File: src/design/cell_monitor_measure_sequencer_defines.svh
// Assertion macros shared by the measurement sequencer modules.
// No dependencies; define NO_ASSERTIONS to compile the checks out.
`ifndef CELL_MONITOR_MEASURE_SEQUENCER_DEFINES_SVH
`define CELL_MONITOR_MEASURE_SEQUENCER_DEFINES_SVH

`ifndef NO_ASSERTIONS
`define CMMS_ASSERT_RST(label, clk, rst, prop) \
  label: assert property (@(posedge clk) disable iff (rst) prop) \
    else $error("cmms assertion failed");
`define CMMS_ASSERT_ALWAYS(label, clk, prop) \
  label: assert property (@(posedge clk) prop) \
    else $error("cmms assertion failed");
`else
`define CMMS_ASSERT_RST(label, clk, rst, prop)
`define CMMS_ASSERT_ALWAYS(label, clk, prop)
`endif

`endif

File: src/design/cmms_pkg.sv
// Package for the cell monitor measurement sequencer: types, codes, limits
// and the ADC mode tables. No dependencies.
`timescale 1ns / 1ps

package cmms_pkg;

  localparam int NUM_DEVICES_DEF = 16;
  localparam int DEV_IDX_W       = 4;
  localparam int MAX_LATCHES     = 1 << DEV_IDX_W;

  // Supply windows in 100 uV codes: 2.99..3.01 V, 4.5..5.5 V, 2.7..3.6 V.
  localparam logic [15:0] REF_LO     = 16'd29900;
  localparam logic [15:0] REF_HI     = 16'd30100;
  localparam logic [15:0] ANALOG_LO  = 16'd45000;
  localparam logic [15:0] ANALOG_HI  = 16'd55000;
  localparam logic [15:0] DIGITAL_LO = 16'd27000;
  localparam logic [15:0] DIGITAL_HI = 16'd36000;

  localparam int CFG_ADDR_W = 4;
  localparam logic [1:0] REG_ADC_MODE   = 2'd0;
  localparam logic [1:0] REG_DISCHARGE  = 2'd1;
  localparam logic [1:0] REG_CELL_LIMIT = 2'd2;

  localparam logic REQ_TICK   = 1'b0;
  localparam logic REQ_HEALTH = 1'b1;

  typedef enum logic [2:0] {
    ST_INIT   = 3'd0,
    ST_MUX    = 3'd1,
    ST_CELL   = 3'd2,
    ST_AUX    = 3'd3,
    ST_STATUS = 3'd4
  } seq_state_t;

  typedef enum logic [2:0] {
    ACT_NONE         = 3'd0,
    ACT_MUX_DIAG     = 3'd1,
    ACT_START_CELL   = 3'd2,
    ACT_READ_CELL    = 3'd3,
    ACT_START_AUX    = 3'd4,
    ACT_READ_AUX     = 3'd5,
    ACT_START_STATUS = 3'd6
  } action_t;

  typedef struct packed {
    logic       ready_res;
    logic       discharge_bit;
    logic [1:0] adc_mode_code;
    action_t    action;
  } seq_res_t;

  typedef struct packed {
    logic [DEV_IDX_W-1:0] device_index;
    logic [15:0]          ref_code;
    logic [15:0]          analog_supply_code;
    logic [15:0]          digital_supply_code;
    logic [11:0]          ovuv_flags;
    logic [15:0]          max_cell_code;
    logic                 thermal_flag;
    logic                 mux_fail_flag;
  } health_in_t;

  typedef struct packed {
    logic ref_wrong;
    logic analog_wrong;
    logic digital_wrong;
    logic cell_limit_error;
    logic cell_range_error;
    logic thermal_trip;
    logic mux_fail;
  } health_res_t;

  function automatic logic [1:0] adc_mode_code_of(input logic [2:0] mode);
    logic [1:0] code;
    case (mode)
      3'd0, 3'd1: code = 2'd1;
      3'd2, 3'd3: code = 2'd2;
      3'd4, 3'd7: code = 2'd3;
      default:    code = 2'd0;
    endcase
    return code;
  endfunction

  // Conversion time in milliseconds for each speed mode.
  function automatic logic [7:0] adc_time_of(input logic [2:0] mode);
    logic [7:0] t;
    case (mode)
      3'd3, 3'd4: t = 8'd4;
      3'd5:       t = 8'd7;
      3'd6:       t = 8'd13;
      3'd7:       t = 8'd202;
      default:    t = 8'd2;
    endcase
    return t;
  endfunction

endpackage

File: src/design/cmms_seq.sv
// Measurement sequencer: steps through the conversion states on tick transfers.
// Depends on cmms_pkg and the assertion macro header.
`timescale 1ns / 1ps
`include "cell_monitor_measure_sequencer_defines.svh"

module cmms_seq
  import cmms_pkg::*;
(
  input  logic        clk,
  input  logic        rst,
  input  logic        tick,
  input  logic [31:0] now_ms,
  input  logic [2:0]  adc_speed_mode,
  input  logic        discharge_en,
  output seq_res_t    res,
  output logic        ready_flag
);

  seq_state_t  state, state_next;
  logic        first_step, first_step_next;
  logic [31:0] state_start_ms, state_start_ms_next;
  logic        ready_flag_next;
  logic [31:0] elapsed;
  logic        done;
  action_t     act;
  logic        discharge;

  assign elapsed = now_ms - state_start_ms;
  assign done    = elapsed > {24'd0, adc_time_of(adc_speed_mode)};

  always_comb begin
    state_next          = state;
    state_start_ms_next = state_start_ms;
    first_step_next     = 1'b0;
    ready_flag_next     = ready_flag;
    act                 = ACT_NONE;
    discharge           = 1'b0;
    case (state)
      ST_MUX: begin
        act                 = ACT_MUX_DIAG;
        state_next          = ST_CELL;
        state_start_ms_next = now_ms;
        first_step_next     = 1'b1;
      end
      ST_CELL: begin
        if (first_step) begin
          act       = ACT_START_CELL;
          discharge = discharge_en;
        end else if (done) begin
          act                 = ACT_READ_CELL;
          state_next          = ST_AUX;
          state_start_ms_next = now_ms;
          first_step_next     = 1'b1;
        end
      end
      ST_AUX: begin
        if (first_step) begin
          act = ACT_START_AUX;
        end else if (done) begin
          act                 = ACT_READ_AUX;
          state_next          = ST_STATUS;
          state_start_ms_next = now_ms;
          first_step_next     = 1'b1;
        end
      end
      ST_STATUS: begin
        if (first_step) begin
          act = ACT_START_STATUS;
        end else if (done) begin
          ready_flag_next     = 1'b1;
          state_next          = ST_CELL;
          state_start_ms_next = now_ms;
          first_step_next     = 1'b1;
        end
      end
      default: begin
        state_next          = ST_MUX;
        state_start_ms_next = now_ms;
        first_step_next     = 1'b1;
      end
    endcase

    res.action        = act;
    res.adc_mode_code = (act == ACT_START_CELL || act == ACT_START_AUX ||
                         act == ACT_START_STATUS) ? adc_mode_code_of(adc_speed_mode) : 2'd0;
    res.discharge_bit = discharge;
    res.ready_res     = ready_flag_next;
  end

  always_ff @(posedge clk) begin
    if (rst) begin
      state          <= ST_INIT;
      first_step     <= 1'b1;
      state_start_ms <= 32'd0;
      ready_flag     <= 1'b0;
    end else if (tick) begin
      state          <= state_next;
      first_step     <= first_step_next;
      state_start_ms <= state_start_ms_next;
      ready_flag     <= ready_flag_next;
    end
  end

  `CMMS_ASSERT_RST(a_ready_sticky, clk, rst, !$fell(ready_flag))
  `CMMS_ASSERT_RST(a_ready_from_status, clk, rst, $rose(ready_flag) |-> $past(state) == ST_STATUS)
  `CMMS_ASSERT_RST(a_enter_sets_first, clk, rst, (tick && state_next != state) |=> first_step)
  `CMMS_ASSERT_RST(a_start_on_first, clk, rst, (tick && (res.action == ACT_START_CELL || res.action == ACT_START_AUX || res.action == ACT_START_STATUS)) |-> first_step)

endmodule

File: src/design/cmms_health.sv
// Device health checks: supply windows, cell flags and the thermal latches.
// Depends on cmms_pkg.
`timescale 1ns / 1ps

module cmms_health
  import cmms_pkg::*;
#(
  parameter int NUM_DEVICES = NUM_DEVICES_DEF
)
(
  input  logic        clk,
  input  logic        rst,
  input  logic        report,
  input  health_in_t  hin,
  input  logic        ready_flag,
  input  logic [15:0] cell_code_limit,
  output health_res_t res
);

  localparam int LATCH_DEPTH = (NUM_DEVICES < MAX_LATCHES) ? NUM_DEVICES : MAX_LATCHES;
  localparam int LATCH_AW    = (LATCH_DEPTH > 1) ? $clog2(LATCH_DEPTH) : 1;

  logic [LATCH_DEPTH-1:0] thermal_latch;
  logic [LATCH_AW-1:0]    idx;
  logic                   in_range;
  logic                   latch_new;

  assign in_range  = 32'(hin.device_index) < NUM_DEVICES;
  assign idx       = LATCH_AW'(hin.device_index);
  assign latch_new = in_range ? ((ready_flag & thermal_latch[idx]) | hin.thermal_flag)
                              : hin.thermal_flag;

  always_ff @(posedge clk) begin
    if (rst) begin
      thermal_latch <= '0;
    end else if (report && in_range) begin
      thermal_latch[idx] <= latch_new;
    end
  end

  always_comb begin
    res.ref_wrong        = hin.ref_code < REF_LO || hin.ref_code > REF_HI;
    res.analog_wrong     = hin.analog_supply_code < ANALOG_LO ||
                           hin.analog_supply_code > ANALOG_HI;
    res.digital_wrong    = hin.digital_supply_code < DIGITAL_LO ||
                           hin.digital_supply_code > DIGITAL_HI;
    res.cell_limit_error = |hin.ovuv_flags;
    res.cell_range_error = hin.max_cell_code > cell_code_limit;
    res.thermal_trip     = latch_new;
    res.mux_fail         = hin.mux_fail_flag;
  end

endmodule

File: src/design/cell_monitor_measure_sequencer.sv
// A result is registered on m_tdata in the cycle after its input transfer.
// Throughput: one item per cycle; the output register takes a new result in the
// same cycle that the previous one is taken, so only a stalled output stops input.
// Reset (rst, synchronous) returns the sequencer to init, clears ready, the
// thermal latches and the output, and loads the register defaults.
// Top level; depends on cmms_pkg, cmms_seq, cmms_health and the macro header.
`timescale 1ns / 1ps
`include "cell_monitor_measure_sequencer_defines.svh"

module cell_monitor_measure_sequencer
  import cmms_pkg::*;
#(
  parameter int NUM_DEVICES = NUM_DEVICES_DEF
)
(
  input  logic                  clk,
  input  logic                  rst,
  input  logic                  s_tvalid,
  output logic                  s_tready,
  // now_ms[31:0], device_index[35:32], ref_code[51:36], analog_supply_code[67:52],
  // digital_supply_code[83:68], ovuv_flags[95:84], max_cell_code[111:96],
  // thermal_flag[112], mux_fail_flag[113], zero[119:114]
  input  logic [119:0]          s_tdata,
  // req_type[0]
  input  logic                  s_tuser,
  output logic                  m_tvalid,
  input  logic                  m_tready,
  // action[2:0], adc_mode_code[4:3], discharge_bit[5], ready_res[6], ref_wrong[7],
  // analog_wrong[8], digital_wrong[9], cell_limit_error[10], cell_range_error[11],
  // thermal_trip[12], mux_fail[13], zero[15:14]
  output logic [15:0]           m_tdata,
  input  logic                  psel,
  input  logic                  penable,
  input  logic                  pwrite,
  input  logic [CFG_ADDR_W-1:0] paddr,
  input  logic [31:0]           pwdata,
  output logic [31:0]           prdata,
  output logic                  pready
);

  logic [2:0]  adc_speed_mode;
  logic        discharge_during_conversion;
  logic [15:0] cell_code_limit;
  logic        cfg_wr;
  logic [1:0]  cfg_idx;

  logic        accept, tick, report;
  logic [31:0] now_ms;
  health_in_t  hin;
  seq_res_t    seq_res;
  health_res_t hl_res;
  logic        ready_flag;
  logic [15:0] data_next;
  seq_res_t    out_seq;

  assign pready  = 1'b1;
  assign cfg_idx = paddr[3:2];
  assign cfg_wr  = psel & penable & pwrite & pready;

  always_ff @(posedge clk) begin
    if (rst) begin
      adc_speed_mode              <= 3'd2;
      discharge_during_conversion <= 1'b0;
      cell_code_limit             <= 16'hFFFF;
    end else if (cfg_wr) begin
      case (cfg_idx)
        REG_ADC_MODE:   adc_speed_mode              <= pwdata[2:0];
        REG_DISCHARGE:  discharge_during_conversion <= pwdata[0];
        REG_CELL_LIMIT: cell_code_limit             <= pwdata[15:0];
        default: ;
      endcase
    end
  end

  always_comb begin
    case (cfg_idx)
      REG_ADC_MODE:   prdata = {29'd0, adc_speed_mode};
      REG_DISCHARGE:  prdata = {31'd0, discharge_during_conversion};
      REG_CELL_LIMIT: prdata = {16'd0, cell_code_limit};
      default:        prdata = 32'd0;
    endcase
  end

  assign s_tready = ~m_tvalid | m_tready;
  assign accept   = s_tvalid & s_tready;
  assign tick     = accept & (s_tuser == REQ_TICK);
  assign report   = accept & (s_tuser == REQ_HEALTH);

  assign now_ms                  = s_tdata[31:0];
  assign hin.device_index        = s_tdata[35:32];
  assign hin.ref_code            = s_tdata[51:36];
  assign hin.analog_supply_code  = s_tdata[67:52];
  assign hin.digital_supply_code = s_tdata[83:68];
  assign hin.ovuv_flags          = s_tdata[95:84];
  assign hin.max_cell_code       = s_tdata[111:96];
  assign hin.thermal_flag        = s_tdata[112];
  assign hin.mux_fail_flag       = s_tdata[113];

  cmms_seq u_seq (
    .clk            (clk),
    .rst            (rst),
    .tick           (tick),
    .now_ms         (now_ms),
    .adc_speed_mode (adc_speed_mode),
    .discharge_en   (discharge_during_conversion),
    .res            (seq_res),
    .ready_flag     (ready_flag)
  );

  cmms_health #(
    .NUM_DEVICES (NUM_DEVICES)
  ) u_health (
    .clk             (clk),
    .rst             (rst),
    .report          (report),
    .hin             (hin),
    .ready_flag      (ready_flag),
    .cell_code_limit (cell_code_limit),
    .res             (hl_res)
  );

  always_comb begin
    if (s_tuser == REQ_TICK) begin
      data_next = {9'd0, seq_res};
    end else begin
      data_next = {2'd0, hl_res.mux_fail, hl_res.thermal_trip,
                   hl_res.cell_range_error, hl_res.cell_limit_error,
                   hl_res.digital_wrong, hl_res.analog_wrong, hl_res.ref_wrong,
                   ready_flag, 6'd0};
    end
  end

  always_ff @(posedge clk) begin
    if (rst) begin
      m_tvalid <= 1'b0;
      m_tdata  <= 16'd0;
    end else begin
      if (accept) begin
        m_tvalid <= 1'b1;
        m_tdata  <= data_next;
      end else if (m_tready) begin
        m_tvalid <= 1'b0;
      end
    end
  end

  assign out_seq = seq_res_t'(m_tdata[6:0]);

  `CMMS_ASSERT_RST(a_accept_gives_result, clk, rst, accept |=> m_tvalid)
  `CMMS_ASSERT_RST(a_mode_only_on_start, clk, rst, (m_tvalid && out_seq.adc_mode_code != 2'd0) |-> (out_seq.action == ACT_START_CELL || out_seq.action == ACT_START_AUX || out_seq.action == ACT_START_STATUS))
  `CMMS_ASSERT_RST(a_cfg_mode_write, clk, rst, (cfg_wr && cfg_idx == REG_ADC_MODE) |=> adc_speed_mode == $past(pwdata[2:0]))

endmodule

File: config.mk
export PLATFORM = sky130hd
export DESIGN_NAME = cell_monitor_measure_sequencer
export DESIGN_NICKNAME = d
export VERILOG_FILES = /design/src/design/cmms_pkg.sv /design/src/design/cmms_seq.sv /design/src/design/cmms_health.sv /design/src/design/cell_monitor_measure_sequencer.sv
export VERILOG_INCLUDE_DIRS = /design/src /design/src/design
export SDC_FILE = /design/constraint.sdc
export NUM_CORES = 1
export LEC_CHECK = 0
export ABC_AREA = 0
export BUFFER_PORTS_ARGS = -buffer_cell sky130_fd_sc_hd__clkbuf_2
export CAP_MARGIN = 30
export CORE_AREA = 2 2 148 107
export DETAILED_ROUTE_END_ITERATION = 12
export DIE_AREA = 0 0 150 109
export GPL_TIMING_DRIVEN = 0
export PLACE_DENSITY_LB_ADDON = 0.15
export SYNTH_ARGS = -nofsm -noshare
export SYNTH_HDL_FRONTEND = slang
export SYNTH_SLANG_ARGS = --single-unit
File: constraint.sdc
create_clock -name clk -period 5.53 [get_ports clk]
set_input_delay 0.8295 -clock clk [delete_from_list [all_inputs] [get_ports clk]]
set_output_delay 0.8295 -clock clk [all_outputs]
set_load 0.1 [all_outputs]
==> impl_metrics.env, run 1 <==
export IMPL_status="completed"
export IMPL_place_congestion=1.01
export IMPL_ys_async_sr_fraction_pct=0
export IMPL_clock_skew_ns=0.00818
export IMPL_holdWs_ns=0.453
export IMPL_fin_tns_setup_ns=0
export IMPL_netlist_area_leader_share_pct=24.1
export IMPL_core_rowCount=38
export IMPL_grt_setup_unrepaired="no"
export IMPL_final_layout_size_suffix_gt1_share_pct=20.6
export IMPL_pwr_share_comb_pct=34.8
export IMPL_track_usage_pct=25.3
export IMPL_postSynthAreaPerCell_sq_um=7.65
export IMPL_clkLatencyLatePin_ns=0.35
export IMPL_ys_ff_latch=88
export IMPL_pin_count=215
export IMPL_area_growth_pct=20.5
export IMPL_arrival_ns=4.99
export IMPL_path_max_fanout=10
export IMPL_relSlewSlack_pct=56.9
export IMPL_netSwitchingFraction_pct=36.6
export IMPL_required_ns=5.81
export IMPL_core_area_sq_um=15000
export IMPL_initial_core_util_pct=48.6
export IMPL_totalWireLength_um=20900
export IMPL_finalMaxSlewViolations=0
export IMPL_cts_buffers=9
export IMPL_dpl_hpwl_um=16700
export IMPL_netlist_top_cells_area="dfxtp_1 24%, ha_1 9.1%, nand2b_1 6.6%, mux2i_1 6.3%, nor2_1 4.8%"
export IMPL_max_cap_violations=0
export IMPL_hold_viol_final=0
export IMPL_fin_area_sq_um=8800
export IMPL_die_x_um=150
export IMPL_end_kind="register"
export IMPL_ctsHoldBuffers=0
export IMPL_wl_per_cell_um=15.4
export IMPL_cts_sinks=88
export IMPL_drc_errors=0
export IMPL_worstSetupPathType="in -> reg"
export IMPL_max_freq_mhz=212
export IMPL_gr_total_overflow=0
export IMPL_via_per_inst=5.41
export IMPL_synthTopCellsByCount="93 x nor2_1, 88 x dfxtp_1, 77 x nand2b_1, 76 x nand2_1, 62 x a21oi_1"
export IMPL_post_cts_resized=0
export IMPL_grt_start_max_net_pins=16
export IMPL_synth_edf_count=0
export IMPL_cts_tree="done"
export IMPL_ys_types=72
export IMPL_cp_start_kind="input pin"
export IMPL_synth_top_area_cell="dfxtp_1"
export IMPL_grt_pass1_vias=6508
export IMPL_firstDrtPassIters=8
export IMPL_synth_cells=955
export IMPL_ir_drop_mv=0.135
export IMPL_layout_nets=1369
export IMPL_p_clk_share_pct=33.2
export IMPL_dpl_instance_area_sq_um=8460
export IMPL_finalCritPeriodShare_pct=85.1
export IMPL_cts_clk_slew_worst_paths_ns=0.06
export IMPL_min_delay_path_class="reg -> reg"
export IMPL_cts_buffer_depth=2
export IMPL_fin_ws_ns=0.824
export IMPL_dp_slack_ns=0.491
export IMPL_synthFlopType="dfxtp_1"
export IMPL_tightestPinTransition_ns=0.647
export IMPL_root_buffer="clkbuf_16"
export IMPL_power_density_nw_per_um2=239
export IMPL_syn_cell_area_sq_um=7300
export IMPL_yosysSeqAreaShare_pct=24.1
export IMPL_vias=7340
export IMPL_synth_most_common_cell="nor2_1"
export IMPL_leakage_nw=3.97
export IMPL_internal_power_w=0.00133
export IMPL_die_area_sq_um=16400
export IMPL_drtIter0Drc=555
export IMPL_die_h_um=109
export IMPL_period_minus_slack_ns=4.71
export IMPL_ys_warn_count=0
export IMPL_antenna_diode_count=0
export IMPL_ant_nets=0
export IMPL_seqPwrFrac_pct=32.0
export IMPL_power_switching_w=0.000769
export IMPL_post_cts_buffers=0
export IMPL_antenna_found_initial=0
export IMPL_finalPower_w=0.00210
export IMPL_htreeDepth=3
export IMPL_grt_pass1_wl_um=33000
export IMPL_port_buffers=168
export IMPL_setup_violations=0
[cell families (layout without fill, tap and decap cells)]
family	Yosys count	count (layout)	synth area share, %
buffers and inverters	125	309	7.93
XOR/XNOR	22	22	2.64
other	2	19	0.103
AO/OA/AOI/OAI	214	214	19.8
multiplexers	51	51	7.85
adder cells (fa/ha/maj)	54	54	9.35
AND/OR/NAND/NOR	399	399	28.2
flip-flops	88	88	24.1
[worst paths after layout]
kind / slack [ns] / cells past startpoint / from / end
worst max-delay path: 0.82 / 17 / s_tdata[4] / u_seq.state_start_ms[16]
worst min-delay path: 0.45 / 2 / m_tdata[13] / m_tdata[13]
worst max register to register: 1.04 / 17 / u_seq.state_start_ms[4] / u_seq.state_start_ms[16]
worst min register to register: 0.45 / 2 / m_tdata[13] / m_tdata[13]
[critical path, stage by stage]
cell       delay (ns)
clkbuf_2         0.10
ha_1             0.36
a21o_1           0.25
nand2b_1         0.17
o21ai_1          0.21
xnor2_1          0.10
ha_1             0.34
a2111oi_0        0.37
o21ai_0          0.13
o22ai_1          0.24
nand3_1          0.15
or4_4            0.45
nor4_4           0.31
a211oi_2         0.19
a21oi_4          0.34
buf_6            0.24
mux2i_1          0.21
[area by class of cell]
type	count	area, sq um
fillers	1467	6220
clock buffers	11	253
inverters	57	214
clock inverters	5	87.6
multi-input cells	759	5030
flip-flops and latches	88	1760
repair buffers	168	841
plain buffers	68	365
well taps	200	250
[state kept, by name, summed over array words and instances, names as in the netlist]
signal and cells:
u_seq.first_step 1, u_seq.state_start_ms 32, u_seq.ready_flag 1, adc_speed_mode 3, cell_code_limit 16, discharge_during_conversion 1, m_tdata 14, m_tvalid 1
u_health.thermal_latch 16, u_seq.state 3
[routing by layer]
layer	vias up	part of all wire (%)	track usage, %
li1	3744	-	-
met1	3300	52	39.2
met3	14	8.2	6.23
met5	-	0	0
met2	282	39	34.9
met4	0	0.95	5.32
[power by group through the flow]
| stage | sequential (W) | clock (W) | combinational [W] |
|---|---|---|---|
| after floorplan | 0.000706 | 0 | 0.000512 |
| after global placement | 0.000684 | 0 | 0.000714 |
| after detailed placement | 0.000685 | 0 | 0.000714 |
| after CTS | 0.000671 | 0.000712 | 0.000719 |
| after global routing | 0.000673 | 0.000739 | 0.000796 |
| final | 0.000671 | 0.000698 | 0.000731 |
[placed cells by master (no fill, tap or decap), types with 5 or more instances in the layout]
master,instances
nor2_1,93
nor4_1,7
buf_4,20
conb_1,19
dfxtp_1,88
clkbuf_1,30
o21bai_1,6
nand3_1,19
nor2b_1,10
inv_1,57
a31oi_1,7
buf_1,5
nand4_1,20
nand2b_1,77
buf_2,10
ha_1,53
mux2i_1,46
xnor2_1,12
or4_1,6
a21o_1,15
o211ai_1,7
clkbuf_2,168
a211o_1,18
nand2_1,76
and2_1,17
nor3_1,40
a211oi_1,13
o21ai_1,7
and3_1,10
o31ai_1,6
mux4_2,5
o21ai_0,26
o21a_1,13
xor2_1,10
clkbuf_16,9
a21oi_1,62
[per-stage QoR]
step                      instances  util, %
after detailed placement       1340     56.3
after global placement         1340     56.3
after global routing           1356     58.6
after CTS                      1356     58.6
after floorplan                 972        -
final                          1356     58.6
Power figures use the tool's default switching activity.
==> run 2, diff against run 1 <==
--- a/config.mk
+++ b/config.mk
@@ -9,11 +9,15 @@
 export ABC_AREA = 0
 export BUFFER_PORTS_ARGS = -buffer_cell sky130_fd_sc_hd__clkbuf_2
 export CAP_MARGIN = 30
-export CORE_AREA = 2 2 148 107
+export CELL_PAD_IN_SITES_DETAIL_PLACEMENT = 0
+export CELL_PAD_IN_SITES_GLOBAL_PLACEMENT = 2
+export CORE_AREA = 2 2 193 138
 export DETAILED_ROUTE_END_ITERATION = 12
-export DIE_AREA = 0 0 150 109
+export DIE_AREA = 0 0 195 140
 export GPL_TIMING_DRIVEN = 0
 export PLACE_DENSITY_LB_ADDON = 0.15
+export SETUP_SLACK_MARGIN = 0.1
+export SLEW_MARGIN = 20
 export SYNTH_ARGS = -nofsm -noshare
 export SYNTH_HDL_FRONTEND = slang
 export SYNTH_SLANG_ARGS = --single-unit
==> impl_metrics.env, run 2 (synthesis gave the netlist of run 1 again) <==
export IMPL_cts_sinks=88
export IMPL_final_common_cell="clkbuf_2"
export IMPL_pin_count=215
export IMPL_via_per_inst=4.82
export IMPL_cp_slowest_cell="or4_4"
export IMPL_holdWs_ns=0.455
export IMPL_top_regs="u_seq.state_start_ms (32), cell_code_limit (16), u_health.thermal_latch (16)"
export IMPL_die_x_um=195
export IMPL_drc_errors=0
export IMPL_clkLatencyLatePin_ns=0.36
export IMPL_largest_reg_flops=32
export IMPL_firstDrtPassIters=5
export IMPL_fillers=2811
export IMPL_postLayoutCoreUtil_pct=35.1
export IMPL_p_clk_share_pct=30.4
export IMPL_cts_buffers=9
export IMPL_ant_nets=0
export IMPL_core_area_sq_um=25400
export IMPL_critPathLaunch="s_tdata[4]"
export IMPL_clock_skew_ns=0.00686
export IMPL_crit_end="u_seq.state_start_ms[10]"
export IMPL_finalPower_w=0.00203
export IMPL_period_minus_slack_ns=4.81
export IMPL_cts_clk_slew_worst_paths_ns=0.07
export IMPL_drtIter0Drc=409
export IMPL_track_usage_pct=17.6
export IMPL_vias=7168
export IMPL_post_cts_buffers=0
export IMPL_cp_top_family="compound AO/OA/AOI/OAI gates"
export IMPL_end_kind="register"
export IMPL_r2r_slack_ns=0.96
export IMPL_cp_start_kind="input pin"
export IMPL_power_density_nw_per_um2=227
export IMPL_status="completed"
export IMPL_grt_setup_unrepaired="no"
export IMPL_cts_tree="done"
export IMPL_cp_slowest_stage_delay_ns=0.45
export IMPL_worstSetupPathType="in -> reg"
export IMPL_max_freq_mhz=208
export IMPL_ir_drop_mv=0.161
export IMPL_grt_start_max_net_pins=17
export IMPL_worst_r2r_cell_count=17
export IMPL_power_switching_w=0.000810
export IMPL_tightestPinTransition_ns=0.677
export IMPL_die_h_um=140
export IMPL_totalWireLength_um=24000
export IMPL_wl_per_cell_um=16.2
export IMPL_antenna_diode_count=0
export IMPL_gr_total_overflow=0
export IMPL_antenna_found_initial=0
export IMPL_root_buffer="clkbuf_16"
export IMPL_dpl_hpwl_um=19700
export IMPL_grt_pass1_vias=6764
export IMPL_finalCritPeriodShare_pct=87.0
export IMPL_hold_viol_final=0
export IMPL_post_cts_resized=0
export IMPL_final_layout_size_suffix_gt1_share_pct=20.6
export IMPL_relSlewSlack_pct=54.9
export IMPL_path_common_cell="ha_1"
export IMPL_netSwitchingFraction_pct=40.0
export IMPL_pwr_share_comb_pct=36.5
export IMPL_cts_buffer_depth=2
export IMPL_seqPwrFrac_pct=33.1
export IMPL_critical_path_buf_inv_count=2
export IMPL_port_buffers=168
export IMPL_grt_pass1_wl_um=37700
export IMPL_regMostFlops="u_seq.state_start_ms"
export IMPL_r2r_end="u_seq.state_start_ms[10]"
export IMPL_place_congestion=0.846
export IMPL_core_rowCount=49
export IMPL_dp_slack_ns=0.325
export IMPL_final_cell_mix="168 x clkbuf_2, 93 x nor2_1, 88 x dfxtp_1, 77 x nand2b_1, 76 x nand2_1"
export IMPL_die_area_sq_um=27300
export IMPL_crit_chain="clkbuf_2 -> ha_1 -> a21o_1 -> nand2b_1 -> o21ai_1 -> xnor2_1 -> ha_1 -> a2111oi_0 -> o21ai_0 -> o22ai_1 -> nand3_1 -> or4_4 -> nor4_4 -> a211oi_2 -> a21oi_4 -> buf_6 -> mux2i_1"
export IMPL_max_cap_violations=0
export IMPL_internal_power_w=0.00121
export IMPL_setup_violations=0
export IMPL_leakage_nw=3.94
export IMPL_min_delay_path_class="reg -> reg"
export IMPL_area_growth_pct=21.9
export IMPL_finalMaxSlewViolations=0
export IMPL_path_depth=17
export IMPL_required_ns=5.81
export IMPL_fin_ws_ns=0.721
export IMPL_htreeDepth=3
export IMPL_fin_tns_setup_ns=0
export IMPL_path_max_fanout=10
export IMPL_ctsHoldBuffers=0
export IMPL_r2r_start="u_seq.state_start_ms[4]"
export IMPL_initial_core_util_pct=28.8
export IMPL_arrival_ns=5.09
export IMPL_layout_nets=1369
[run 2: cell types whose count changed in the layout (fill, tap and decap cells not counted)]
cell / delta
clkinvlp_4: +1
inv_6: +1
inv_8: -1
clkinv_8: +1
clkinv_2: +2
clkbuf_8: -2
bufinv_16: -2
[run 2: tightest hold or removal path: cells and delay by family (launching register included)]
| family | cells | cell delay [ns] |
|---|---|---|
| AND/OR/NAND/NOR | 1 | 0.05 |
| flip-flops | 1 | 0.31 |
| AO/OA/AOI/OAI | 1 | 0.05 |
[run 2: worst min-delay path by stage]
stage | startpoint | end | slack [ns] | depth (start not counted)
after global routing | m_tdata[7] | m_tdata[7] | 0.47 | 2
after detailed placement | m_tdata[7] | m_tdata[7] | 0.45 | 2
final | m_tdata[7] | m_tdata[7] | 0.46 | 2
after global placement | m_tdata[13] | m_tdata[13] | 0.44 | 2
after CTS | m_tdata[7] | m_tdata[7] | 0.46 | 2
after floorplan | u_seq.ready_flag | u_seq.ready_flag | 0.44 | 2
[run 2: cell type report]
type / instances / area [sq um] / area share [%]
multi-input combinational: 759 / 5030 / 56.4
sequential: 88 / 1760 / 19.8
timing repair buffer: 168 / 841 / 9.44
tap: 331 / 414 / 4.65
buffer: 68 / 365 / 4.10
clock buffer: 9 / 225 / 2.53
inverter: 57 / 214 / 2.40
clock inverter: 7 / 58.8 / 0.660
[run 2: stage by stage]
stage	instance area [sq um]	std cells
global placement	8620	1471
detailed placement	8620	1471
finish	8910	1487
floorplan	7370	972
CTS	8910	1487
global route	8910	1487
[run 2: power by group through the flow]
stage	Clock, W	Sequential [W]	Combinational (W)
floorplan	0	0.000706	0.000512
global placement	0	0.000685	0.000743
detailed placement	0	0.000685	0.000737
CTS	0.000650	0.000670	0.000741
global route	0.000672	0.000673	0.000813
finish	0.000615	0.000670	0.000739
[run 2: per-layer routing]
layer  wire, um  global-route usage, %  up-vias
li1           -                      -     3743
met1      13300                   27.4     3231
met2       9220                   24.3      185
met3       1330                   3.88        9
met4        167                   3.25        0
met5          0                      0        -
